--- config.mk ---
export PLATFORM = sky130hd
export DESIGN_NAME = hbp_fifo
export DESIGN_NICKNAME = d
export VERILOG_FILES = /design/src/hw/rtl/hbp_fifo.sv
export SDC_FILE = /design/constraint.sdc
export NUM_CORES = 1
export LEC_CHECK = 0
export BUFFER_PORTS_ARGS = -buffer_cell sky130_fd_sc_hd__buf_4
export CAP_MARGIN = 20
export CORE_UTILIZATION = 55
export DETAILED_ROUTE_END_ITERATION = 6
export PLACE_DENSITY = 0.77
export SLEW_MARGIN = 30
export SYNTH_ARGS = -nofsm -noshare
export SYNTH_HDL_FRONTEND = slang
export SYNTH_SLANG_ARGS = --single-unit
--- constraint.sdc ---
create_clock -name clk_i -period 4.4 [get_ports clk_i]
set_input_delay 0.22 -clock clk_i [delete_from_list [all_inputs] [get_ports clk_i]]
set_output_delay 0.22 -clock clk_i [all_outputs]
set_load 0.02 [all_outputs]
--- src/hw/rtl/hbp_fifo.sv ---
module hbp_fifo #(
  parameter int unsigned Width = 8,
  parameter int unsigned Depth = 4
) (
  input  logic             clk_i,
  input  logic             rst_ni,
  input  logic             push_valid_i,
  output logic             push_ready_o,
  input  logic [Width-1:0] push_data_i,
  output logic             pop_valid_o,
  input  logic             pop_ready_i,
  output logic [Width-1:0] pop_data_o
);

  localparam int unsigned AddrW = (Depth > 1) ? $clog2(Depth) : 1;
  localparam int unsigned CntW  = $clog2(Depth + 1);

  logic [Width-1:0] slot_q [Depth];
  logic [AddrW-1:0] wr_ptr_q, rd_ptr_q;
  logic [CntW-1:0]  cnt_q;
  logic             push, pop;

  assign push_ready_o = (cnt_q != CntW'(Depth));
  assign pop_valid_o  = (cnt_q != '0);
  assign pop_data_o   = slot_q[rd_ptr_q];
  assign push         = push_valid_i && push_ready_o;
  assign pop          = pop_valid_o && pop_ready_i;

  always_ff @(posedge clk_i or negedge rst_ni) begin
    if (!rst_ni) begin
      wr_ptr_q <= '0;
      rd_ptr_q <= '0;
      cnt_q    <= '0;
    end else begin
      if (push) begin
        wr_ptr_q <= (wr_ptr_q == AddrW'(Depth - 1)) ? '0 : wr_ptr_q + AddrW'(1);
      end
      if (pop) begin
        rd_ptr_q <= (rd_ptr_q == AddrW'(Depth - 1)) ? '0 : rd_ptr_q + AddrW'(1);
      end
      if (push && !pop) begin
        cnt_q <= cnt_q + CntW'(1);
      end else if (pop && !push) begin
        cnt_q <= cnt_q - CntW'(1);
      end
    end
  end

  always_ff @(posedge clk_i) begin
    if (push) begin
      slot_q[wr_ptr_q] <= push_data_i;
    end
  end

endmodule

Yosys cells after proc, flatten, opt, wreduce, memory -nomap -nowiden
Memory sizes are Yosys's and may differ from the RTL's.
Cells that the tools add are included.
{"block": "word_totals", "register_bits": 7, "ramBits": 32, "input_bits": 12, "output_inout_bits": 10, "elab_cells": 25, "mem_count": 1}
{"block": "op_classes", "n_addsub": 4, "eq_ne": 3, "mux": 6, "n_reduce_logical": 8}
{"memory": "slot_q", "depth": 4, "width": 8, "read_ports": 1, "rd_ports_with_merged_regs": 0, "wr": 1, "line_no": "18", "source": "logic [Width-1:0] slot_q [Depth];"}
{"cell": "$mux W3", "count": 2}
{"cell": "$add A2 B1 Y2 const B", "count": 2}
{"cell": "$eq A2 B2 Y1 const B", "count": 2}
{"cell": "$logic_and A1 B1 Y1", "count": 4}
{"cell": "$mux W2", "count": 2}
{"cell": "$add A3 B1 Y3 const B", "count": 1}
{"cell": "$ne A3 B3 Y1 const B", "count": 1}
{"cell": "$reduce_bool A3 Y1", "count": 1}
{"cell": "$sub A3 B1 Y3 const B", "count": 1}
{"cell": "$logic_not A1 Y1", "count": 2}
{"cell": "$mux W1", "count": 2}
{"cell": "$reduce_bool A2 Y1", "count": 1}

Depth between registers and ports, before layout
Gate-level depths: netlist of the first run.
{"block": "depth", "ltp_word": 6, "mapped_depth": 8}

Worst setup path after synthesis of the first run
No wires, ideal clock.
{"block": "synth_timing", "path_kind": "reg-to-reg", "from": "reg cnt_q[2]", "to": "reg cnt_q[2]", "setup_ns": 0.079, "arrival_ns": 1.911, "required_time_ns": 4.321, "setup_slack_ns": 2.410, "path_stages_with_launch": 9, "path_buffers": 0, "synth_period_minus_slack_ns": 1.990, "cell_sequence": "dfrtp_1 or3_4 nand2_4 ha_1 inv_1 fa_1 xor2_1 nor2_1 xor2_1"}
{"block": "synth_via", "elab_chain_len": 5}
{"element": "start, declared", "line_no": "20", "source": "logic [CntW-1:0] cnt_q;"}
{"element": "start signal, assigned", "line_no": "42", "source": "cnt_q <= cnt_q + CntW'(1);"}
{"element": "start signal, assigned", "line_no": "44", "source": "cnt_q <= cnt_q - CntW'(1);"}
{"element": "$reduce_bool A3 Y1 *", "line_no": "24", "source": "assign pop_valid_o = (cnt_q != '0);"}
{"element": "via pop_valid_o", "line_no": "10", "source": "output logic pop_valid_o,"}
{"element": "$logic_and A1 B1 Y1 *", "line_no": "27", "source": "assign pop = pop_valid_o && pop_ready_i;"}
{"element": "$logic_not A1 Y1", "line_no": "41", "source": "if (push && !pop) begin"}
{"element": "$logic_and A1 B1 Y1", "line_no": "41"}
{"element": "$mux W3 or $reduce_bool A2 Y1 (tied branches)"}
The timed path passes the listed nets; every way through them passes the cells marked *. The select of a mux whose other input is x is not followed.
A chain may end at the register's enable or synchronous reset.

Final worst setup path of the first run
{"block": "layout_timing", "from": "reg cnt_q[2]", "to": "reg cnt_q[2]"}
{"block": "layout_via", "elab_chain_len": 5}
{"element": "branches (longest 5 deep; another with $sub A3 B1 Y3)"}
Several ways; the timed one is not identified. The select of a mux whose other input is x is not followed.

==> flow_metrics.tcl, run 1 <==
set metrics [dict create \
    cts.sink_count 39 \
    fp.dieH_microns 55.9 \
    endpoint_kind "flop" \
    switchingPower_uw 408 \
    wire_per_inst_microns 17.0 \
    cts_tree "yes" \
    first_pass_iters 4 \
    r2r_setup_slack_ns 2.28 \
    swShare 0.322 \
    antenna_found_initial 0 \
    cts.htree.levels 2 \
    grt.total_usage 0.184 \
    maxCapViolCount 0 \
    dp.cells 129 \
    final_nets 125 \
    rr_endpoint "cnt_q[2]" \
    rsz0062_at_grt "false" \
    power_density_mw_per_mm2 676 \
    syn_area_sq_mm 0.00160 \
    fin_setup_tns_ns 0 \
    hold_viol 0 \
    critPathMaxFanout 4 \
    netlist.top_cell.by_area "edfxtp_1" \
    start_util 0.580 \
    fin_crit_ns 2.12 \
    yosysSeqAreaShare 0.710 \
    vias 748 \
    clock_latency_ns 0.34 \
    fin_cells 138 \
    numCtsBuffers 5 \
    finalMaxSlewViolations 0 \
    ys_types 18 \
    finalWirelength_microns 2350 \
    core_sq_mm 0.00276 \
    whs_endpoint "slot_q[0][4]" \
    tightest_slew_ns 0.615 \
    comb_power_share 0.358 \
    viasPerCell 5.42 \
    worstHoldPathType "in2reg" \
    clk_path_buf_depth 2 \
    status "completed" \
    irDropWorstVdd_v 0.000626 \
    postRouteAntennaNets 0 \
    hold_path.startpoint "push_data_i[4]" \
    crit_arrival_ns 2.38 \
    relSlewSlack 0.590 \
    fillers 194 \
    mostFrequentLayoutCells "edfxtp_1 (32), buf_4 (21), mux4_2 (8)" \
    skew_ns 0.00880 \
    crit_top_cell "xor2_1" \
    overflow 0 \
    fin_crit_sh 0.482 \
    r2r-start "cnt_q[2]" \
    num_rows 19 \
    netlist.area_leader.share 0.601 \
    max_freq_ghz 0.471 \
    cpLargestDelayFamily "simple AND/OR/NAND/NOR gates" \
    seq_power_share 0.462 \
    path_class "reg2reg" \
    pin_count 22 \
    die_area_sq_mm 0.00313 \
    clkTransAtPathRegs_ns 0.11 \
    setup_violations 0 \
    dieWidth_microns 55.9 \
    synthTopCellsByArea "edfxtp_1 (60%), mux4_2 (11%), dfrtp_1 (11%), ha_1 (4.7%), mux2_2 (2.1%)" \
    cp_num_buf_inv 1 \
    start_kind "flop" \
    min_path_cells 1 \
    cts_root_buffer "clkbuf_4" \
    layout_commonest_cell "edfxtp_1" \
    cp_slowest_cell "dfrtp_1" \
    grt_pass1_vias 817 \
    p_int_uw 858 \
    grt_start_max_net_pins 13 \
    first_iter_violations 8 \
    timing.hold.ws_ns 0.0730 \
    pwr-share-clk 0.180 \
    grt_pass1_wl_microns 3950 \
    avgSynthCellArea_sq_um 20.2 \
    cp.required_ns 4.66 \
    io_buffers 21 \
    ys_seq_elements 39 \
    ys_warn_count 0 \
    crit_chain "or3_4, nand2_4, ha_1, inv_1, fa_1, xor2_1, nor2_1, xor2_1" \
    leakagePower_nw 0.712 \
    postCtsSetupRepairBufs 0 \
    power_mw 1.27 \
    slowest_delay_ns 0.45 \
    drc_errors 0 \
    synthCells 79 \
    synthesis.nets 98 \
    area_growth_pct 17.1 \
    place.gp.congestion 0.713 \
    num_antenna_cells 0 \
    drive_gt1_frac 0.411 \
    reg2regPathDepth 8 \
    hpwlAfterDp_microns 1620 \
]
-- layout make-up --
cell class	instances	area, sq um	share of cell area
timing repair buffer	22	168	0.0895
tap	31	38.8	0.0207
multi-input combinational	35	443	0.236
inverter	3	11.3	0.00601
clock inverter	3	38.8	0.0207
sequential	39	1140	0.607
clock buffer	5	37.5	0.0200
-- power by group through the flow --
stage	logic, mW	registers [mW]	clock network (mW)
2_1_floorplan	0.355	0.543	0
3_3_place_gp	0.446	0.589	0
3_5_place_dp	0.457	0.597	0
4_1_cts	0.460	0.589	0.234
5_1_grt	0.495	0.602	0.248
6_report	0.454	0.585	0.228
-- routing by layer --
metal  vias to the layer above  global-route usage  part of all wire  wire length [microns]
li1                        357                   -                 -                      -
met1                       371               0.227              0.43                   1020
met2                        18               0.286              0.51                   1200
met3                         2              0.0930             0.044                    103
met4                         0              0.0627            0.0090                     21
met5                         -                   0                 0                      0
-- cells in the mapped netlist --
library cell,instances
mux2_4,2
nand2_4,1
edfxtp_1,32
buf_2,1
xnor2_1,1
or3_4,1
and2_1,4
nor2_1,4
nand2_1,1
ha_1,6
mux2_2,3
dfrtp_1,7
a21boi_2,1
clkbuf_1,1
mux4_2,8
inv_1,3
xor2_1,2
fa_1,1
-- how the worst max path moves through the flow --
| stage | start | to | cells after the start |
|---|---|---|---|
| floorplan | cnt_q[2] | cnt_q[2] | 8 |
| global placement | cnt_q[2] | cnt_q[2] | 8 |
| detailed placement | cnt_q[2] | cnt_q[2] | 8 |
| CTS | cnt_q[2] | cnt_q[2] | 8 |
| global route | rd_ptr_q[0] | pop_data_o[3] | 2 |
| finish | cnt_q[2] | cnt_q[2] | 8 |
-- repair_timing --
action | CTS | global route
hold buffers | 1 | 0
gates resized for setup | 0 | 0
endpoints found under the hold margin | 7 | 0
-- state kept, by name (all words and copies together), names as in the netlist --
signal,cells
cnt_q,3
rd_ptr_q,2
wr_ptr_q,2
slot_q,32
-- stage by stage --
step                      utilization  instance area [sq um]  setup slack [ns]
after floorplan                     -                   1600              2.41
after global placement          0.648                   1790              2.42
after detailed placement        0.648                   1790              2.31
after CTS                       0.679                   1870              2.27
after global routing            0.679                   1870              2.19
final                           0.679                   1870              2.28
-- cells by family (layout without fill, tap and decap cells) --
logic type | after synthesis | count (layout) | share of synthesized area
DFF | 39 | 39 | 0.710
muxes | 13 | 13 | 0.153
and+or+nand+nor | 11 | 11 | 0.0415
adders and majority gates | 7 | 7 | 0.0595
buffers and inverters | 5 | 33 | 0.0125
xor gates and xnor gates | 3 | 3 | 0.0164
AOI/OAI and AO/OA | 1 | 1 | 0.00704
Power figures use the tool's default switching activity.
==> run 2: changes to the inputs <==
- ABC_AREA: default -> 1
- PLACE_DENSITY: 0.77 -> 0.76
- clock period: 4.4 -> 2.2 ns (I/O delays scaled with it)
==> flow_metrics.tcl, run 2 <==
set metrics [dict create \
    comb_power_share 0.446 \
    io_buffers 21 \
    drive_gt1_frac 0.194 \
    power_density_mw_per_mm2 1250 \
    swShare 0.395 \
    fin_crit_ns 1.89 \
    final_nets 209 \
    cts.htree.levels 2 \
    hold_viol 0 \
    postRouteAntennaNets 0 \
    clkTransAtPathRegs_ns 0.11 \
    cp_slowest_cell "fa_1" \
    cp_num_buf_inv 3 \
    p_int_mw 1.59 \
    synthCells 152 \
    skew_ns 0.00723 \
    max_freq_ghz 0.530 \
    viasPerCell 4.90 \
    num_rows 20 \
    start_kind "flop" \
    r2r_setup_slack_ns 0.31 \
    crit_arrival_ns 2.10 \
    grt_start_max_net_pins 19 \
    finalMaxSlewViolations 0 \
    num_antenna_cells 0 \
    cts.sink_count 39 \
    hpwlAfterDp_microns 2020 \
    fin_setup_tns_ns 0 \
    worstHoldPathType "in2reg" \
    switchingPower_mw 1.04 \
    first_iter_violations 31 \
    largest_register_ffs 32 \
    crit_chain "inv_1, nand3_2, nand2_2, inv_1, ha_1, inv_1, fa_1, nand2_1, o21ai_0" \
    first_pass_iters 4 \
    setup_violations 0 \
    overflow 0 \
    netlist.area_leader.share 0.548 \
    cpLargestDelayFamily "adder cells" \
    finalWirelength_microns 3040 \
    rsz0062_at_grt "false" \
    status "completed" \
    syn_area_sq_mm 0.00175 \
    mostFrequentLayoutCells "nand2_1 (37), edfxtp_1 (32), inv_1 (29)" \
    critPathMaxFanout 7 \
    finish.utilization 0.692 \
    reg_top3 "slot_q x32, cnt_q x3" \
    placed_cell_area_sq_mm 0.00196 \
    fin_crit_sh 0.857 \
    final_cell_area_sq_mm 0.00210 \
    place_ws_ns 0.325 \
    synthTopCellsByArea "edfxtp_1 (55%), dfrtp_1 (10%), nand2_1 (7.9%), o211ai_1 (6.8%), inv_1 (6.2%)" \
    layout_commonest_cell "nand2_1" \
    pwr-share-clk 0.130 \
    synth_edf_count 32 \
    crit_top_cell "inv_1" \
    clk_path_buf_depth 2 \
    ys_warn_count 0 \
    place.gp.congestion 0.657 \
    path_class "reg2reg" \
    start_util 0.579 \
    vias 1151 \
    endpoint_kind "flop" \
    grt.total_usage 0.202 \
    finalWorstSetupSlack_ns 0.314 \
    leakagePower_nw 0.924 \
    yosysSeqAreaShare 0.648 \
    cts_root_buffer "clkbuf_4" \
    maxCapViolCount 0 \
    grt_pass1_vias 1116 \
    cp.required_ns 2.42 \
    core_sq_mm 0.00303 \
    area_growth_pct 19.5 \
    cts.repair.resized 0 \
    ys_seq_elements 39 \
    slowest_delay_ns 0.43 \
    wire_per_inst_microns 12.9 \
    grt_pass1_wl_microns 4810 \
    clock_latency_ns 0.33 \
    ys_types 16 \
    largest-register "slot_q" \
    relSlewSlack 0.692 \
    dieWidth_microns 58.5 \
    tightest_slew_ns 0.461 \
    netlist.top_cell.by_area "edfxtp_1" \
    die_area_sq_mm 0.00342 \
    irDropWorstVdd_v 0.000843 \
    yosysMostFrequentCell "nand2_1" \
    numCtsBuffers 5 \
    yosys-top-cells-count "nand2_1 (37), edfxtp_1 (32), inv_1 (29)" \
    async_reset_ff_frac 0.179 \
    cts_tree "yes" \
    drc_errors 0 \
    seq_power_share 0.424 \
    avgSynthCellArea_sq_um 11.5 \
    fp.dieH_microns 58.5 \
    synthesis.nets 171 \
    pin_count 22 \
    antenna_found_initial 0 \
    yosys_most_used_dff "edfxtp_1" \
]
run 2: cell types whose count changed in the layout (fill, tap and decap cells not counted), sizes merged, moves of 6 or more:
cell,previous run,this run
o211ai,0,16
mux4,8,0
nand2,2,39
nand3,0,7
buf,21,27
dlygate4sd3,1,9
inv,3,30
run 2: power by group through the flow:
stage	combinational [mW]	sequential, mW	clock (mW)
finish	1.17	1.11	0.342
global route	1.31	1.13	0.388
CTS	1.18	1.12	0.353
detailed placement	1.16	1.13	0
global placement	1.11	1.12	0
floorplan	0.851	1.08	0
run 2: worst paths after layout:
| check | depth (start not counted) | startpoint | endpoint |
|---|---|---|---|
| setup / recovery | 9 | cnt_q[1] | cnt_q[1] |
| hold / removal | 3 | pop_ready_i | rd_ptr_q[0] |
| setup reg to reg | 9 | cnt_q[1] | cnt_q[1] |
| hold reg to reg | 2 | cnt_q[2] | cnt_q[2] |
| max in group asynchronous | 2 | rst_ni | cnt_q[0] |
| min in group asynchronous | 2 | rst_ni | cnt_q[2] |
run 2: per-stage QoR:
step / hold WS (ns) / power [mW] / std cells
after detailed placement: -0.0688 / 2.30 / 218
after floorplan: -0.186 / 1.93 / 152
after global placement: -0.0730 / 2.23 / 218
after global routing: 0.0122 / 2.83 / 235
final: 0.0289 / 2.62 / 235
after CTS: 0.0148 / 2.65 / 235
run 2: kinds of logic after synthesis:
logic type,count (synthesis),synth area share
simple gates,53,0.126
xor+xnor,1,0.00499
compound gates,17,0.0713
fa+ha+maj,7,0.0542
flops,39,0.648
buf+inv,35,0.0963
run 2: layer usage:
layer  vias to the layer above  track usage  routed length (microns)
li1                        577            -                        -
met1                       538        0.235                     1340
met2                        29        0.350                     1540
met3                         7       0.0505                      108
met4                         0        0.102                       47
met5                         -            0                        0
run 2: layout make-up:
cell class,instances,area (sq um)
Sequential cell,39,1140
Fill cell,236,932
Multi-Input combinational cell,78,449
Timing Repair Buffer,36,293
Inverter,30,113
Tap cell,44,55.1
Clock buffer,7,45.0
Clock inverter,1,5.00
run 2: repair_timing:
action	CTS	global route
hold buffers	9	0
endpoints found under the hold margin	39	0
setup buffers	0	0
endpoints found under the setup margin	0	0
run 2: worst register-to-register path: stages, from the launching register on:
cell     delay (ns)
dfrtp_1        0.42
inv_1          0.12
nand3_2        0.13
nand2_2        0.13
inv_1          0.07
ha_1           0.21
inv_1          0.09
fa_1           0.43
nand2_1        0.08
o21ai_0        0.09
==> run 3: changes to the inputs <==
--- a/config.mk
+++ b/config.mk
@@ -13,2 +13,3 @@
 export PLACE_DENSITY = 0.76
+export RECOVER_POWER = 50
 export SLEW_MARGIN = 30
==> constraint.sdc (replaced) <==
create_clock -name clk_i -period 2.2 [get_ports clk_i]
set_input_delay 0.33 -clock clk_i [delete_from_list [all_inputs] [get_ports clk_i]]
set_output_delay 0.33 -clock clk_i [all_outputs]
set_load 0.02 [all_outputs]
==> flow_metrics.tcl, run 3 (synthesis gave the netlist of run 2 again) <==
set metrics [dict create \
    power_density_mw_per_mm2 1300 \
    grt_pass1_wl_microns 4910 \
    final_nets 201 \
    dieWidth_microns 58.5 \
    reg_top3 "slot_q x32, cnt_q x3" \
    drc_errors 0 \
    fin_crit_sh 0.868 \
    status "completed" \
    finish.utilization 0.650 \
    io_buffers 21 \
    crit_chain "inv_2, nand3_1, nand2_1, inv_1, ha_1, inv_1, fa_1, nand2_1, o21ai_0" \
    first_iter_violations 21 \
    grt.total_usage 0.203 \
    finalMaxSlewViolations 0 \
    drive_gt1_frac 0.131 \
    worstHoldPathType "in2reg" \
    cts.sink_count 39 \
    antenna_found_initial 0 \
    mostFrequentLayoutCells "nand2_1 (38), edfxtp_1 (32), inv_1 (29)" \
    core_sq_mm 0.00303 \
    cts_tree "yes" \
    setup_violations 0 \
    relSlewSlack 0.639 \
    start_kind "flop" \
    pin_count 22 \
    slowest_delay_ns 0.45 \
    place.gp.congestion 0.662 \
    clock_latency_ns 0.34 \
    start_util 0.579 \
    cpLargestDelayFamily "adder cells" \
    grt_use_met3 0.0484 \
    cp.required_ns 2.43 \
    tightest_slew_ns 0.541 \
    postRouteAntennaNets 0 \
    crit_arrival_ns 2.14 \
    cp_slowest_cell "dfrtp_1" \
    finalWirelength_microns 2870 \
    largest-register "slot_q" \
    die_area_sq_mm 0.00342 \
    overflow 0 \
    hold_viol 0 \
    endpoint_kind "flop" \
    cts_root_buffer "clkbuf_4" \
    grtUsageMet2 0.343 \
    vias 1100 \
    largest_register_ffs 32 \
    cts.htree.levels 2 \
    clkTransAtPathRegs_ns 0.10 \
    fin_crit_ns 1.91 \
    num_antenna_cells 0 \
    use_met1 0.238 \
    viasPerCell 4.85 \
    cp_num_buf_inv 3 \
    skew_ns 0.00425 \
    grt_start_max_net_pins 33 \
    clk_path_buf_depth 2 \
    max_freq_ghz 0.523 \
    fin_setup_tns_ns 0 \
    critPathMaxFanout 7 \
    area_growth_pct 12.1 \
    maxCapViolCount 0 \
    grt_pass1_vias 1119 \
    irDropWorstVdd_v 0.000677 \
    cts.repair.resized 0 \
    path_class "reg2reg" \
    numCtsBuffers 5 \
    grt_most_used_layer "met2" \
    layout_commonest_cell "nand2_1" \
    fp.dieH_microns 58.5 \
    num_rows 20 \
    rsz0062_at_grt "false" \
    first_pass_iters 3 \
    wire_per_inst_microns 12.6 \
    hpwlAfterDp_microns 2000 \
    leakagePower_nw 0.849 \
]
## run 3: changes by cell type in the layout (fill, tap and decap cells not counted), sizes merged
cell / change
buf: -11
clkbuf: +11
dlygate4sd3: -8
## run 3: path summary, 6_finish.rpt
check                                  start           to  slack [ns]  cells after the start
worst max-delay path                cnt_q[0]     cnt_q[1]        0.29                      9
worst min-delay path            push_valid_i  wr_ptr_q[1]        0.23                      3
worst max register to register      cnt_q[0]     cnt_q[1]        0.29                      9
worst min register to register      cnt_q[2]     cnt_q[2]        0.52                      2
max in group asynchronous             rst_ni  rd_ptr_q[1]        1.50                      2
min in group asynchronous             rst_ni  wr_ptr_q[0]        0.41                      2
## run 3: repair_timing
action / 4_1_cts / 5_1_grt
hold endpoints to repair: 7 / 0
hold buffers: 1 / 0
buffers inserted: 0 / 0
## run 3: layer usage
layer | vias up | wire length (microns)
li1 | 563 | -
met1 | 514 | 1270
met2 | 15 | 1450
met3 | 8 | 75
met4 | 0 | 68
met5 | - | 0
## run 3: per-stage QoR
stage	std cells	hold WS, ns	setup WS [ns]	total power [mW]	area [sq um]
after floorplan	152	0.0344	0.373	1.93	1750
after global placement	218	0.147	0.479	2.23	1960
after detailed placement	218	0.149	0.418	2.29	1960
after CTS	227	0.174	0.347	2.63	2020
after global routing	227	0.228	0.113	2.77	1970
final	227	0.235	0.290	2.57	1970
## run 3: area by class of cell
type	count	area, sq um
clock buffer	7	45.0
inverter	30	113
multi-input combinational	78	442
timing repair buffer	28	171
tap	44	55.1
sequential	39	1140
clock inverter	1	5.00
fill	246	1060
## run 3: worst reg2reg max path: cells and delay by family (launching register included)
kind | cells | cell delay (ns)
buffers and inverters | 3 | 0.24
flip-flops | 1 | 0.45
AO/OA/AOI/OAI | 1 | 0.07
AND/OR/NAND/NOR | 3 | 0.40
adder cells (fa/ha/maj) | 2 | 0.63
## run 3: power by group
part	switching (mW)	leakage (nW)	total (mW)	internal [mW]
sequential	0.0884	0.378	1.08	0.991
combinational	0.706	0.442	1.14	0.437
clock	0.219	0.0293	0.344	0.125
total	1.01	0.849	2.57	1.55
