## src/hw/rtl/hbp_pkg.sv

```systemverilog
package hbp_pkg;

  localparam int unsigned CmdW    = 2;
  localparam int unsigned SymW    = 8;
  localparam int unsigned WordW   = 32;
  localparam int unsigned LenInW  = 6;
  localparam int unsigned ByteW   = 8;
  localparam int unsigned PadW    = 3;
  localparam int unsigned PendW   = 7;

  localparam int unsigned DefMaxCodeLen   = 32;
  localparam int unsigned DefAlphabetSize = 256;
  localparam int unsigned QueueDepth      = 4;

  typedef enum logic [CmdW-1:0] {
    CmdLoad   = 2'd0,
    CmdEncode = 2'd1,
    CmdFlush  = 2'd2
  } cmd_e;

  // Stored code width: the loaded length saturates at the smaller of the two.
  function automatic int unsigned code_width(input int unsigned max_len);
    return (max_len < WordW) ? max_len : WordW;
  endfunction

  function automatic int unsigned len_width(input int unsigned max_len);
    return $clog2(code_width(max_len) + 1);
  endfunction

endpackage

```

## src/hw/rtl/hbp_if.sv

```systemverilog


interface hbp_out_if;
  import hbp_pkg::*;

  logic              valid;
  logic              ready;
  logic [ByteW-1:0]  out_byte;
  logic              last_of_run;
  logic              final_byte;
  logic [PadW-1:0]   pad_bits;

  modport source (output valid, out_byte, last_of_run, final_byte, pad_bits, input ready);
  modport sink   (input valid, out_byte, last_of_run, final_byte, pad_bits, output ready);
endinterface

```

## src/hw/rtl/hbp_back.sv

```systemverilog
module hbp_back #(
  parameter int unsigned MaxCodeLen = hbp_pkg::DefMaxCodeLen,
  parameter int unsigned EntryW     = 1 + hbp_pkg::len_width(MaxCodeLen)
                                        + hbp_pkg::code_width(MaxCodeLen)
) (
  input  logic              clk_i,
  input  logic              rst_ni,
  input  logic              pop_valid_i,
  output logic              pop_ready_o,
  input  logic [EntryW-1:0] pop_data_i,
  hbp_out_if.source         out_o
);
  import hbp_pkg::*;

  localparam int unsigned CodeW = code_width(MaxCodeLen);
  localparam int unsigned LenW  = len_width(MaxCodeLen);
  localparam int unsigned AccW  = CodeW + PendW;
  localparam int unsigned CntW  = $clog2(AccW + 1);

  logic             head_flush;
  logic [LenW-1:0]  head_len;
  logic [CodeW-1:0] head_code;

  logic [AccW-1:0]  acc_q, acc_d, merged_acc, acc_shr;
  logic [CntW-1:0]  cnt_q, cnt_d, rem, base, merged_cnt;
  logic             out_free, full_byte, emit_data, merge_ok;
  logic [ByteW-1:0] one_sh, pend_mask, fl_byte;
  logic [PendW-1:0] pend;
  logic [PadW-1:0]  fl_pad;

  logic             out_vld_q, out_vld_d, load_out;
  logic [ByteW-1:0] byte_q, byte_d;
  logic             last_q, last_d, fin_q, fin_d;
  logic [PadW-1:0]  pad_q, pad_d;

  assign head_flush = pop_data_i[EntryW-1];
  assign head_len   = pop_data_i[CodeW +: LenW];
  assign head_code  = pop_data_i[CodeW-1:0];

  assign out_free   = !out_vld_q || out_o.ready;
  assign full_byte  = cnt_q >= CntW'(8);
  assign rem        = cnt_q - CntW'(8);
  assign emit_data  = full_byte && out_free;
  assign base       = emit_data ? rem : cnt_q;
  // Next code may join once fewer than eight bits remain after this byte.
  assign merge_ok   = !full_byte || (emit_data && (rem < CntW'(8)));

  assign one_sh     = ByteW'(1) << base[2:0];
  assign pend_mask  = one_sh - ByteW'(1);
  assign pend       = acc_q[PendW-1:0] & pend_mask[PendW-1:0];
  assign merged_acc = (AccW'(pend) << head_len) | AccW'(head_code);
  assign merged_cnt = base + CntW'(head_len);

  assign acc_shr    = acc_q >> rem;
  assign fl_pad     = PadW'(4'd8 - {1'b0, cnt_q[2:0]});
  assign fl_byte    = ByteW'(pend) << fl_pad;

  always_comb begin
    acc_d       = acc_q;
    cnt_d       = cnt_q;
    pop_ready_o = 1'b0;
    load_out    = 1'b0;
    byte_d      = byte_q;
    last_d      = last_q;
    fin_d       = fin_q;
    pad_d       = pad_q;

    if (emit_data) begin
      load_out = 1'b1;
      byte_d   = acc_shr[ByteW-1:0];
      last_d   = rem < CntW'(8);
      fin_d    = 1'b0;
      pad_d    = '0;
      cnt_d    = rem;
    end

    if (merge_ok && pop_valid_i && !head_flush) begin
      pop_ready_o = 1'b1;
      acc_d       = merged_acc;
      cnt_d       = merged_cnt;
    end else if (!full_byte && pop_valid_i && head_flush) begin
      if (cnt_q == '0) begin
        pop_ready_o = 1'b1;
      end else if (out_free) begin
        pop_ready_o = 1'b1;
        load_out    = 1'b1;
        byte_d      = fl_byte;
        last_d      = 1'b1;
        fin_d       = 1'b1;
        pad_d       = fl_pad;
        cnt_d       = '0;
      end
    end

    if (load_out) begin
      out_vld_d = 1'b1;
    end else if (out_o.ready) begin
      out_vld_d = 1'b0;
    end else begin
      out_vld_d = out_vld_q;
    end
  end

  always_ff @(posedge clk_i or negedge rst_ni) begin
    if (!rst_ni) begin
      cnt_q     <= '0;
      out_vld_q <= 1'b0;
    end else begin
      cnt_q     <= cnt_d;
      out_vld_q <= out_vld_d;
    end
  end

  always_ff @(posedge clk_i) begin
    acc_q  <= acc_d;
    byte_q <= byte_d;
    last_q <= last_d;
    fin_q  <= fin_d;
    pad_q  <= pad_d;
  end

  assign out_o.valid       = out_vld_q;
  assign out_o.out_byte    = byte_q;
  assign out_o.last_of_run = last_q;
  assign out_o.final_byte  = fin_q;
  assign out_o.pad_bits    = pad_q;

endmodule

```

## src/flat_wrapper.sv

```systemverilog
// flat-port wrapper written by rule: the top's interface ports become plain ports
module hbp_back_flat import hbp_pkg::*;
#(
  parameter int unsigned MaxCodeLen = hbp_pkg::DefMaxCodeLen,
  parameter int unsigned EntryW     = 1 + hbp_pkg::len_width(MaxCodeLen)
                                        + hbp_pkg::code_width(MaxCodeLen)
)
  (clk_i, rst_ni, pop_valid_i, pop_ready_o, pop_data_i, out_o_valid, out_o_out_byte, out_o_last_of_run, out_o_final_byte, out_o_pad_bits, out_o_ready);
  hbp_out_if out_o_i ();
  input  logic clk_i;
  input  logic rst_ni;
  input  logic pop_valid_i;
  output logic pop_ready_o;
  input  logic [EntryW-1:0] pop_data_i;
  output wire logic [$bits(out_o_i.valid)-1:0] out_o_valid;
  output wire logic [$bits(out_o_i.out_byte)-1:0] out_o_out_byte;
  output wire logic [$bits(out_o_i.last_of_run)-1:0] out_o_last_of_run;
  output wire logic [$bits(out_o_i.final_byte)-1:0] out_o_final_byte;
  output wire logic [$bits(out_o_i.pad_bits)-1:0] out_o_pad_bits;
  input wire logic [$bits(out_o_i.ready)-1:0] out_o_ready;
  assign out_o_valid = out_o_i.valid;
  assign out_o_out_byte = out_o_i.out_byte;
  assign out_o_last_of_run = out_o_i.last_of_run;
  assign out_o_final_byte = out_o_i.final_byte;
  assign out_o_pad_bits = out_o_i.pad_bits;
  assign out_o_i.ready = out_o_ready;
  hbp_back #(.MaxCodeLen(MaxCodeLen), .EntryW(EntryW)) u_core (.clk_i(clk_i), .rst_ni(rst_ni), .pop_valid_i(pop_valid_i), .pop_ready_o(pop_ready_o), .pop_data_i(pop_data_i), .out_o(out_o_i));
endmodule
```

## config.mk

```make
export PLATFORM = sky130hd
export DESIGN_NAME = hbp_back_flat
export DESIGN_NICKNAME = d
export VERILOG_FILES = /design/src/hw/rtl/hbp_pkg.sv /design/src/hw/rtl/hbp_if.sv /design/src/hw/rtl/hbp_back.sv /design/src/flat_wrapper.sv
export SDC_FILE = /design/constraint.sdc
export NUM_CORES = 1
export LEC_CHECK = 0
export BUFFER_PORTS_ARGS = -buffer_cell sky130_fd_sc_hd__clkbuf_2
export CORE_MARGIN = 2
export CORE_UTILIZATION = 60
export CTS_BUF_LIST = sky130_fd_sc_hd__clkbuf_4 sky130_fd_sc_hd__clkbuf_8 sky130_fd_sc_hd__clkbuf_16
export DETAILED_ROUTE_END_ITERATION = 16
export PLACE_DENSITY = 0.87
export SLEW_MARGIN = 20
export SYNTH_ARGS = -nofsm -noshare
export SYNTH_HDL_FRONTEND = slang
export SYNTH_SLANG_ARGS = --single-unit
```

## constraint.sdc

```tcl
create_clock -name clk_i -period 3.84 [get_ports clk_i]
set_input_delay 0.768 -clock clk_i [delete_from_list [all_inputs] [get_ports clk_i]]
set_output_delay 0.768 -clock clk_i [all_outputs]
set_load 0.01 [all_outputs]
```

* Yosys cells after proc, flatten, opt, wreduce, memory -nomap -nowiden
Cells that the tools add are included.
** Operators by class
- Add/subtract/negate cells :: 4
- Magnitude comparators :: 2
- Shift-type cells :: 4
- Muxes and demuxes :: 36
- Bitwise gates (word level) :: 2
- Reduce and logical (&&, ||, !) cells :: 13
** Operators with widths (number)
- $mux 8 :: 5
- $or 39x32->39 :: 1
- $shl 7x6->39 :: 1
- $shr 39x6->8 :: 1
- $mux 6 :: 5
- $mux 1 :: 21
- $mux 3 :: 5
- $shl 7x3->8 :: 1
- $and 7x7->7 :: 1
- $shl 1x3->7 const A :: 1
- $sub 7x1->7 const B :: 1
- $add 6x6->6 :: 1
- $ge 6x4->1 const B :: 1
- $logic_and 1x1->1 :: 6
- $logic_not 6->1 :: 1
- $lt 6x4->1 const B :: 1
- $sub 6x4->6 const B :: 1
- $logic_not 1->1 :: 3
- $sub 1x3->3 const A :: 1
- $logic_or 1x1->1 :: 2
- $reduce_bool 2->1 :: 1
** Word-level totals
- Flip-flop bits (word level) :: 59
- Output and inout port bits :: 15

* Longest topological paths before layout
Gate-level depths: netlist (run 1).
- Depth in word-level cells :: 12
- Mapped depth :: 12

* Worst setup path after synthesis (run 1)
Ideal clock, no wire load.
- Kind :: reg2reg
- Start :: register u_core.cnt_q[0]
- End :: register u_core.acc_q[38], data pin
- Library setup time :: 140 ps
- Arrival time :: 3161 ps
- Path slack :: 539 ps
- Cell stages (with the launch flop) :: 12
- Buffers on the path :: 3
- Period minus slack after synthesis :: 3301 ps
- Cell sequence :: dfrtp_1 > buf_4 > buf_2 > clkinv_1 > ha_1 > ha_1 > or4_1 > o221a_2 > buf_2 > o41ai_2 > o221a_2 > nor2b_1
** Between the ends
- Longest elaborated chain between the ends :: 8
- Elaborated cells between the ends (all ways) :: 9
- Classes of those cells :: add/sub: 2; order compare: 1; shift: 2; mux: 1; bitwise: 2; reduce/logical: 1
** Ends and longest elaborated chain
- from (decl) :: line hbp_back.sv:25 : logic [CntW-1:0] cnt_q, cnt_d, rem, base, merged_cnt;
- from (signal assigned) :: line hbp_back.sv:109 : cnt_q <= cnt_d;
- $ge 6x4->1 :: line hbp_back.sv:41 : assign full_byte = cnt_q >= CntW'(8);
- $logic_and 1x1->1 :: line hbp_back.sv:43 : assign emit_data = full_byte && out_free;
- $mux 6 (*) :: line hbp_back.sv:44 : assign base = emit_data ? rem : cnt_q;
- $shl 1x3->7 (*) :: line hbp_back.sv:48 : assign one_sh = ByteW'(1) << base[2:0];
- $sub 7x1->7 (*) :: line hbp_back.sv:49 : assign pend_mask = one_sh - ByteW'(1);
- $and 7x7->7 (*) :: line hbp_back.sv:50 : assign pend = acc_q[PendW-1:0] & pend_mask[PendW-1:0];
- $shl 7x6->39 (*) :: line hbp_back.sv:51 : assign merged_acc = (AccW'(pend) << head_len) | AccW'(head_code);
- $or 39x32->39 (*) :: line hbp_back.sv:51
- to (signal assigned) :: line hbp_back.sv:115 : acc_q <= acc_d;
- to (decl) :: line hbp_back.sv:24 : logic [AccW-1:0] acc_q, acc_d, merged_acc, acc_shr;
Mark *: on every way between the ends. The rest lies on a longest branch, timed or not.
A chain may end at the register's enable or synchronous reset.

* Worst setup path after layout (run 1)
- Start :: register u_core.cnt_q[3]
- End :: output pop_ready_o
** Between the ends
- Longest elaborated chain between the ends :: 7
- Elaborated cells between the ends (all ways) :: 15
- Classes of those cells :: add/sub: 1; order compare: 2; mux: 3; reduce/logical: 9
** Ends and longest elaborated chain
- $sub 6x4->6 or $ge 6x4->1 (tied branches) :: line hbp_back.sv:42, hbp_back.sv:41
- $lt 6x4->1 or $logic_and 1x1->1 (tied branches) :: line hbp_back.sv:46, hbp_back.sv:43
- $logic_and 1x1->1 :: line hbp_back.sv:46 : assign merge_ok = !full_byte || (emit_data && (rem < CntW'(8)));
- $logic_or 1x1->1 :: line hbp_back.sv:46
- $logic_and 1x1->1 (2 in series) :: line hbp_back.sv:77 : if (merge_ok && pop_valid_i && !head_flush) begin
- $mux 1 (*) :: line hbp_back.sv:77
- to (decl) :: line flat_wrapper.sv:13 : output logic pop_ready_o;
Marks and branches as above.

==> results of run 1 <==
-- placed cells by master (no fill, tap or decap), types with 6 or more instances in the layout --
master and count:
nand2_1 49, o211ai_1 8, a31oi_1 6, nor2_1 35, and3_1 6, inv_1 15
a21o_1 18, o22ai_1 9, o221ai_1 6, buf_4 11, nand3_1 16, a21oi_1 29
clkbuf_2 57, ha_1 13, nor3_1 14, clkbuf_8 9, nand4_1 6, edfxtp_1 39
mux2_2 6, o21ai_0 18, dfxtp_1 13, nor2b_1 10, mux4_2 40, xnor2_1 7
nor4_1 6, mux2i_1 15, nand2b_1 8
-- worst paths after layout --
| path | from | endpoint | slack, ps | depth (start not counted) |
|---|---|---|---|---|
| max in group asynchronous | rst_ni | u_core.cnt_q[1] | 3400 | 1 |
| min | rst_ni | u_core.cnt_q[0] | 250 | 1 |
| min in group clk_i | u_core.out_o.final_byte | u_core.out_o.final_byte | 450 | 2 |
| min reg2reg | u_core.out_o.final_byte | u_core.out_o.final_byte | 450 | 2 |
| max | u_core.cnt_q[3] | pop_ready_o | 630 | 8 |
| max reg2reg | u_core.cnt_q[0] | u_core.acc_q[21] | 690 | 8 |
-- state kept, by name, indices dropped and copies added (netlist names) --
| register | count |
|---|---|
| u_core.cnt_q | 6 |
| u_core.out_o.valid | 1 |
| u_core.out_o.final_byte | 1 |
| u_core.acc_q | 39 |
| u_core.out_o.pad_bits | 3 |
| u_core.out_o.last_of_run | 1 |
| u_core.out_o.out_byte | 8 |
-- cells in the mapped netlist, drive strengths merged (5+ instances only) --
cell / number / area [um2]
a211o: 5 / 43.8
a21o: 18 / 135
a21oi: 29 / 145
a221oi: 5 / 43.8
a22o: 5 / 43.8
a31oi: 6 / 37.5
and2: 5 / 31.3
and3: 6 / 37.5
buf: 22 / 111
clkbuf: 18 / 67.6
dfrtp: 7 / 175
dfxtp: 13 / 260
edfxtp: 39 / 1170
ha: 13 / 163
inv: 17 / 63.8
mux2: 6 / 67.6
mux2i: 15 / 150
mux4: 43 / 980
nand2: 49 / 184
nand2b: 8 / 50.1
nand3: 16 / 80.1
nand4: 6 / 37.5
nor2: 35 / 131
nor2b: 10 / 62.6
nor3: 14 / 70.1
nor4: 6 / 37.5
o211ai: 8 / 60.1
o21ai: 19 / 95.1
o221ai: 6 / 52.6
o22ai: 9 / 56.3
o31ai: 5 / 37.5
xnor2: 7 / 61.3
-- worst max-delay path, stage by stage (launching register included) --
cell      delay, ps
dfrtp_1         330
buf_4           270
inv_1           200
ha_1            300
xnor2_1         280
nand4_1         170
a21o_1          280
o31ai_1         100
clkbuf_2        170
-- through the flow --
step | power, uW | util, % | worst slack, ps | area [um2] | hold WS (ps)
3_3_place_gp | 3750 | 64.8 | 984 | 5590 | 428
2_1_floorplan | 3170 | - | 539 | 5270 | 467
4_1_cts | 4580 | 67.5 | 653 | 5830 | 246
6_report | 4660 | 67.5 | 629 | 5830 | 250
5_1_grt | 4890 | 67.5 | 499 | 5830 | 248
3_5_place_dp | 3840 | 64.8 | 873 | 5590 | 439
-- logic make-up after synthesis --
family,after synthesis,synth area share [%]
simple gates,170,16.0
buf+inv,58,4.68
xor+xnor,10,1.66
flops,59,30.5
compound gates,155,21.0
mux,64,22.7
fa+ha+maj,14,3.47
-- where the power goes --
| group | internal [uW] | switching, uW | total (uW) |
|---|---|---|---|
| Sequential | 823 | 139 | 962 |
| Clock | 430 | 283 | 713 |
| Combinational | 1250 | 1730 | 2980 |
-- layer usage --
layer | up-vias | share of wire [%]
li1 | 2183 | -
met1 | 2360 | 38
met2 | 385 | 47
met3 | 74 | 11
met4 | 0 | 4.7
met5 | - | 0
-- final cells by class --
class,count,area [um2]
timing repair buffer,68,368
clock inverter,7,115
multi-input combinational,413,3410
fill,700,2800
sequential,59,1610
clock buffer,9,124
tap,108,135
inverter,18,67.6
==> impl_metrics.yaml, run 1 <==
sta:
  period_share_pct: 83.6
  tns_ps: 0
  period_needed_ps: 3210
  fmax_ghz: 0.311
  fin_skew_ps: 7.03
  setup_viol: 0
  tightest_slew_ps: 935
  maxSlewViolCount: 0
  rsz0062_at_grt: "false"
  hold_violations: 0
  slew_headroom_pct: 37.6
setup_path:
  worstPathRequired_ps: 3070
  crit_fanout: 23
  endpoint_kind: "primary output"
  path_class: "reg2out"
  worstPathArrival_ps: 2440
  cp-start-kind: "flip-flop"
drt:
  wl_per_cell_um: 24.1
  drtIter0Drc: 783
  drtAntennaViolNets: 0
  first_pass_iters: 6
  route.detailed.drc: 0
  viasPerCell: 7.33
  vias: 5002
  wl_mm: 16.5
cells_and_area:
  final_nets: 626
  area_growth_pct: 10.7
  instances_no_fill: 682
  diodes: 0
  drive_above_1_share_pct: 24.2
clock_network:
  ctsLongestPathBuffers: 2
  worstSkewPairLatency_ps: 340
  clk_pin_slew_worst_paths_ps: 80
  cts_root_buf: "clkbuf_8"
  cts_setup_buffers: 0
  numClockSinks: 59
  cts_buffers: 9
  cts_max_level: 3
  cts_hold_buf: 0
  ctsResizeCount: 0
  cts_tree: "built"
floorplanning:
  rows: 34
  start_util_pct: 61.0
  fp.dieW_um: 97.7
  die_area_um2: 9540
  core-area_um2: 8640
  fp.dieH_um: 97.7
  ios: 58
synth:
  synth_edf_count: 39
  mappedNetlistNets: 587
  ys_warn_count: 0
  syn_area_um2: 5270
  ys_ff_latch: 59
  ys.flop_type: "edfxtp_1"
  ys_async_sr_fraction_pct: 11.9
  postSynthAreaPerCell_um2: 9.94
  ys_seq_area_share_pct: 30.5
  postSynthCellCount: 530
  netlist-cell-type-count: 69
grt:
  top_usage_layer: "met2"
  grtUsageMet3_pct: 6.98
  grt_pass1_wl_mm: 25.7
  grt_overflow: 0
  grt_pass1_vias: 4713
  grt.total_usage_pct: 34.4
  gr-usage-met2_pct: 54.9
  globalRouteMet1Util_pct: 46.2
  grt_max_degree: 46
  antenna_found_initial: 0
place:
  place_hpwl_mm: 12.0
  gp_congestion: 0.969
  dp.cells: 666
  port_buffers: 57
flow_run:
  maxCapViolations: 0
power:
  power_density_nw_per_um2: 799
  leakage_uw: 0.00229
  ir_worst_vdd_mv: 0.431
outcome:
  status: "complete, no violations"
min_path:
  hp-class: "in2async"
Note: power is estimated with default switching activity, not from simulation.
==> run 2, diff against run 1 <==
--- a/config.mk
+++ b/config.mk
@@ -5,6 +5,7 @@
 export SDC_FILE = /design/constraint.sdc
 export NUM_CORES = 1
 export LEC_CHECK = 0
+export ABC_AREA = 1
 export BUFFER_PORTS_ARGS = -buffer_cell sky130_fd_sc_hd__clkbuf_2
 export CORE_MARGIN = 2
 export CORE_UTILIZATION = 60
==> constraint.sdc (replaced) <==
create_clock -name clk_i -period 3 [get_ports clk_i]
set_input_delay 0.6 -clock clk_i [delete_from_list [all_inputs] [get_ports clk_i]]
set_output_delay 0.6 -clock clk_i [all_outputs]
set_load 0.01 [all_outputs]
==> impl_metrics.yaml, run 2 <==
synth:
  postSynthAreaPerCell_um2: 6.44
  synth_top_cell_by_area: "nand2_1"
  ys.flop_type: "edfxtp_1"
  ys_seq_area_share_pct: 29.7
  yosys.area.top_type_share_pct: 21.9
  netlist-cell-type-count: 49
  mappedNetlistNets: 898
  synthTopCellsByCount: "nand2_1, nand3_1, inv_1"
  ys_warn_count: 0
  ys_async_sr_fraction_pct: 11.9
  synth_edf_count: 39
  synth_area_leaders: "nand2_1, edfxtp_1, nand3_1"
  synth_most_common_cell: "nand2_1"
  syn_area_um2: 5420
  postSynthCellCount: 841
  ys_ff_latch: 59
floorplanning:
  start_util_pct: 62.1
  die_area_um2: 9800
  fp.dieH_um: 99
  fp.dieW_um: 99
  core-area_um2: 8720
  ios: 58
  rows: 34
grt:
  antenna_found_initial: 0
  grt_max_degree: 51
  grt_overflow: 0
  grt.total_usage_pct: 32.8
  grt_pass1_vias: 5290
  grt_pass1_wl_mm: 25.8
sta:
  fmax_ghz: 0.358
  rsz0062_at_grt: "false"
  setup_viol: 0
  fin_skew_ps: 14.6
  tightest_slew_ps: 725
  hold_violations: 0
  tns_ps: 0
  period_needed_ps: 2790
  period_share_pct: 93.1
  maxSlewViolCount: 0
  slew_headroom_pct: 51.6
min_path:
  hp-class: "in2async"
cells_and_area:
  drive_above_1_share_pct: 14.5
  area_growth_pct: 8.29
  fillerInstances: 790
  utilization_pct: 67.2
  diodes: 0
  regMostFlops: "u_core.acc_q"
  mostFrequentLayoutCell: "nand2_1"
  largest_register_ffs: 39
  final_nets: 932
  layout.cells.most_common_list: "nand2_1, nand3_1, inv_1, clkbuf_2, edfxtp_1"
clock_network:
  cts_hold_buf: 0
  cts_root_buf: "clkbuf_8"
  clk_pin_slew_worst_paths_ps: 80
  cts_setup_buffers: 0
  cts_tree: "built"
  cts_max_level: 3
  worstSkewPairLatency_ps: 360
  numClockSinks: 59
  cts_buffers: 9
  ctsLongestPathBuffers: 2
  ctsResizeCount: 0
power:
  switchingPower_uw: 3160
  intPower_uw: 2840
  leakage_uw: 0.00297
  pwr-share-seq_pct: 19.5
  swShare_pct: 52.6
  power_density_nw_per_um2: 1020
  combPwrFrac_pct: 64.7
  power.share.clock_pct: 15.8
  ir_worst_vdd_mv: 0.457
drt:
  viasPerCell: 5.86
  met1Wirelength_mm: 6.74
  route.detailed.drc: 0
  wl_met3_mm: 1.35
  vias: 5793
  wl_met2_mm: 7.32
  wl_per_cell_um: 16.0
  drtIter0Drc: 604
  first_pass_iters: 5
  wl_mm: 15.8
  drtAntennaViolNets: 0
  routed.top_layer: "met4"
setup_path:
  crit_fanout: 21
  worstPathArrival_ps: 2190
  endpoint_kind: "primary output"
  rrSetupSlack_ps: 530
  startpoint: "u_core.cnt_q[3]"
  worstPathRequired_ps: 2400
  rr_startpoint: "u_core.cnt_q[3]"
  crit_end: "pop_ready_o"
  reg2regPathDepth: 13
  cp-start-kind: "flip-flop"
  path_class: "reg2out"
  reg2reg_to: "u_core.cnt_q[5]"
outcome:
  status: "complete, no violations"
flow_run:
  maxCapViolations: 0
place:
  gp_congestion: 0.980
  port_buffers: 57
  place_hpwl_mm: 11.8
[run 2: cell types whose count changed in the layout (fill, tap and decap cells not counted), moves of 10 or more]
cell,before,now
a21o_1,18,1
inv_1,15,59
mux2i_1,15,0
mux4_2,40,0
nand2_1,49,316
nand3_1,16,196
nor2b_1,10,0
nor3_1,14,3
[run 2: cell type report]
class	instances	area, um2	share of cell area [%]
Clock buffer	9	124	2.11
Sequential cell	59	1610	27.4
Multi-Input combinational cell	669	3240	55.3
Clock inverter	7	124	2.11
Inverter	69	274	4.67
Tap cell	108	135	2.30
Timing Repair Buffer	67	360	6.14
[run 2: worst min path at each step]
stage | end | cells after the start | slack [ps]
floorplan | u_core.cnt_q[0] | 0 | 300
global placement | u_core.out_o.final_byte | 2 | 440
detailed placement | u_core.out_o.valid | 1 | 450
CTS | u_core.cnt_q[4] | 1 | 80
global route | u_core.cnt_q[4] | 1 | 80
finish | u_core.out_o.valid | 1 | 70
[run 2: power groups by stage]
stage	Combinational, uW	Clock (uW)	Sequential, uW
CTS	3800	951	1170
detailed placement	3760	0	1190
floorplan	3110	0	1190
global route	4370	978	1190
finish	3880	946	1170
global placement	3700	0	1180
[run 2: worst max-delay path, stage by stage (launching register included)]
cell and delay, ps:
dfrtp_1 360, buf_4 220, ha_1 180, nand3_2 90, nand2_4 120, nand2_4 170
nor2_8 220, nand2_4 60, nand2_2 80, nand3_4 90, o21ai_0 90, clkbuf_2 160
[run 2: logic make-up (layout without fill, tap and decap cells)]
family	after synthesis	count (layout)	share of synthesized area [%]
flip-flops	59	59	29.7
XOR/XNOR	4	4	0.786
AO/OA/AOI/OAI	61	61	6.75
AND/OR/NAND/NOR	590	590	48.9
adder cells (fa/ha/maj)	14	14	3.37
buffers and inverters	113	152	10.5
[run 2: routing by layer]
layer / vias up / GRT usage, %
met3: 37 / 4.33
met4: 0 / 10.7
met5: - / 0
li1: 2844 / -
met1: 2619 / 45.8
met2: 293 / 52.7
[run 2: per-stage QoR]
step                cell area [um2]  total power, uW  std cells  worst slack [ps]  hold slack [ps]
floorplan                      5420             4300        841               615              304
global placement               5610             4880        972               554              437
CTS                            5860             5920        988               154             76.4
detailed placement             5610             4950        972               464              451
finish                         5860             6000        988               206             74.4
global route                   5860             6530        988              3.98             78.5
==> run 3, diff against run 2 <==
--- a/config.mk
+++ b/config.mk
@@ -9,7 +9,7 @@
 export BUFFER_PORTS_ARGS = -buffer_cell sky130_fd_sc_hd__clkbuf_2
 export CORE_MARGIN = 2
 export CORE_UTILIZATION = 60
-export CTS_BUF_LIST = sky130_fd_sc_hd__clkbuf_4 sky130_fd_sc_hd__clkbuf_8 sky130_fd_sc_hd__clkbuf_16
+export CTS_BUF_LIST = sky130_fd_sc_hd__clkbuf_16
 export DETAILED_ROUTE_END_ITERATION = 16
 export PLACE_DENSITY = 0.87
 export SLEW_MARGIN = 20
==> impl_metrics.yaml, run 3 (same netlist as run 2, synthesis figures left out) <==
outcome:
  status: "complete, no violations"
setup_path:
  critPathTopFamily: "simple AND/OR/NAND/NOR gates"
  path_buf_inv: 2
  worstPathArrival_ps: 2190
  cpPeakStageDelay_ps: 410
  reg2regPathDepth: 11
  cp-start-kind: "flip-flop"
  endpoint_kind: "primary output"
  path_cells: "clkinv_4, nand3_2, nand2_4, nand2_4, nor2_8, nand2_4, nand2_2, nand3_4, o21ai_0, clkbuf_2"
  crit_fanout: 50
  cp_num_cells: 10
  path_class: "reg2out"
  cp_common_cell: "nand2_4"
  worstPathRequired_ps: 2400
  cp_slowest_cell: "dfrtp_1"
sta:
  maxSlewViolCount: 0
  period_share_pct: 92.9
  rsz0062_at_grt: "false"
  fmax_ghz: 0.359
  period_needed_ps: 2790
  slew_headroom_pct: 51.2
  tightest_slew_ps: 730
  holdWs_ps: 102
  hold_violations: 0
  tns_ps: 0
  setup_viol: 0
  fin_skew_ps: 9.58
power:
  power.share.clock_pct: 19.7
  intPower_uw: 3100
  swShare_pct: 50.8
  leakage_uw: 0.00301
  power_density_nw_per_um2: 1060
  ir_worst_vdd_mv: 0.459
  pwr-share-seq_pct: 18.6
  switchingPower_uw: 3200
  combPwrFrac_pct: 61.7
drt:
  viasPerCell: 5.92
  wl_mm: 16.0
  wl_per_cell_um: 16.2
  first_pass_iters: 5
  drtAntennaViolNets: 0
  drtIter0Drc: 592
  route.detailed.drc: 0
  vias: 5851
grt:
  grt_pass1_wl_mm: 26.2
  globalRouteMet1Util_pct: 46.3
  grtUsageMet3_pct: 4.96
  grt.total_usage_pct: 33.3
  top_usage_layer: "met2"
  antenna_found_initial: 0
  gr-usage-met2_pct: 53.6
  grt_pass1_vias: 5318
  grt_max_degree: 51
  grt_overflow: 0
place:
  port_buffers: 57
  gp_congestion: 0.980
  place_hpwl_mm: 11.8
clock_network:
  cts_hold_buf: 0
  cts_buffers: 9
  ctsLongestPathBuffers: 2
  clk_pin_slew_worst_paths_ps: 60
  numClockSinks: 59
  cts_root_buf: "clkbuf_16"
  cts_tree: "built"
  worstSkewPairLatency_ps: 330
  cts_setup_buffers: 0
  cts_max_level: 3
  ctsResizeCount: 0
floorplanning:
  start_util_pct: 62.1
  die_area_um2: 9800
  fp.dieW_um: 99
  rows: 34
  core-area_um2: 8720
  fp.dieH_um: 99
  ios: 58
cells_and_area:
  utilization_pct: 68.4
  largest_register_ffs: 39
  area_growth_pct: 10.1
  regMostFlops: "u_core.acc_q"
  diodes: 0
  layout.cells.most_common_list: "nand2_1, nand3_1, inv_1, clkbuf_2, edfxtp_1"
  final_nets: 932
  drive_above_1_share_pct: 14.5
  mostFrequentLayoutCell: "nand2_1"
min_path:
  hp-class: "in2async"
flow_run:
  maxCapViolations: 0
==> run 3: power by group through the flow <==
stage | sequential (uW) | clock (uW) | combinational (uW)
final | 1170 | 1240 | 3890
after global routing | 1190 | 1270 | 4370
after CTS | 1170 | 1240 | 3810
after detailed placement | 1190 | 0 | 3760
after global placement | 1180 | 0 | 3700
after floorplan | 1190 | 0 | 3110
==> run 3: path summary, 6_finish.rpt <==
| check | startpoint | to | slack [ps] |
|---|---|---|---|
| setup reg to reg | u_core.cnt_q[0] | u_core.acc_q[36] | 390 |
| hold / removal | rst_ni | u_core.cnt_q[4] | 100 |
| hold reg to reg | u_core.out_o.final_byte | u_core.out_o.final_byte | 450 |
| max in group asynchronous | rst_ni | u_core.cnt_q[3] | 2730 |
| min in group clk_i | u_core.out_o.final_byte | u_core.out_o.final_byte | 450 |
| setup / recovery | u_core.cnt_q[0] | pop_ready_o | 210 |
==> run 3: stage by stage <==
stage,total power [uW],cells,worst slack (ps),instance area (um2)
6_report,6300,988,214,5960
5_1_grt,6840,988,14.6,5960
4_1_cts,6220,988,186,5960
3_5_place_dp,4950,972,464,5610
3_3_place_gp,4880,972,554,5610
2_1_floorplan,4300,841,615,5420
==> run 3: final cells by class <==
type	count	area (um2)
Clock buffer	9	225
Clock inverter	7	124
Fill cell	772	2760
Sequential cell	59	1610
Timing Repair Buffer	67	360
Tap cell	108	135
Multi-Input combinational cell	669	3240
Inverter	69	272
==> run 3: routing by layer <==
| layer | up-vias | share of wire (%) |
|---|---|---|
| met5 | - | 0 |
| met4 | 0 | 2.5 |
| met3 | 34 | 9.1 |
| met2 | 327 | 46 |
| met1 | 2642 | 42 |
| li1 | 2848 | - |
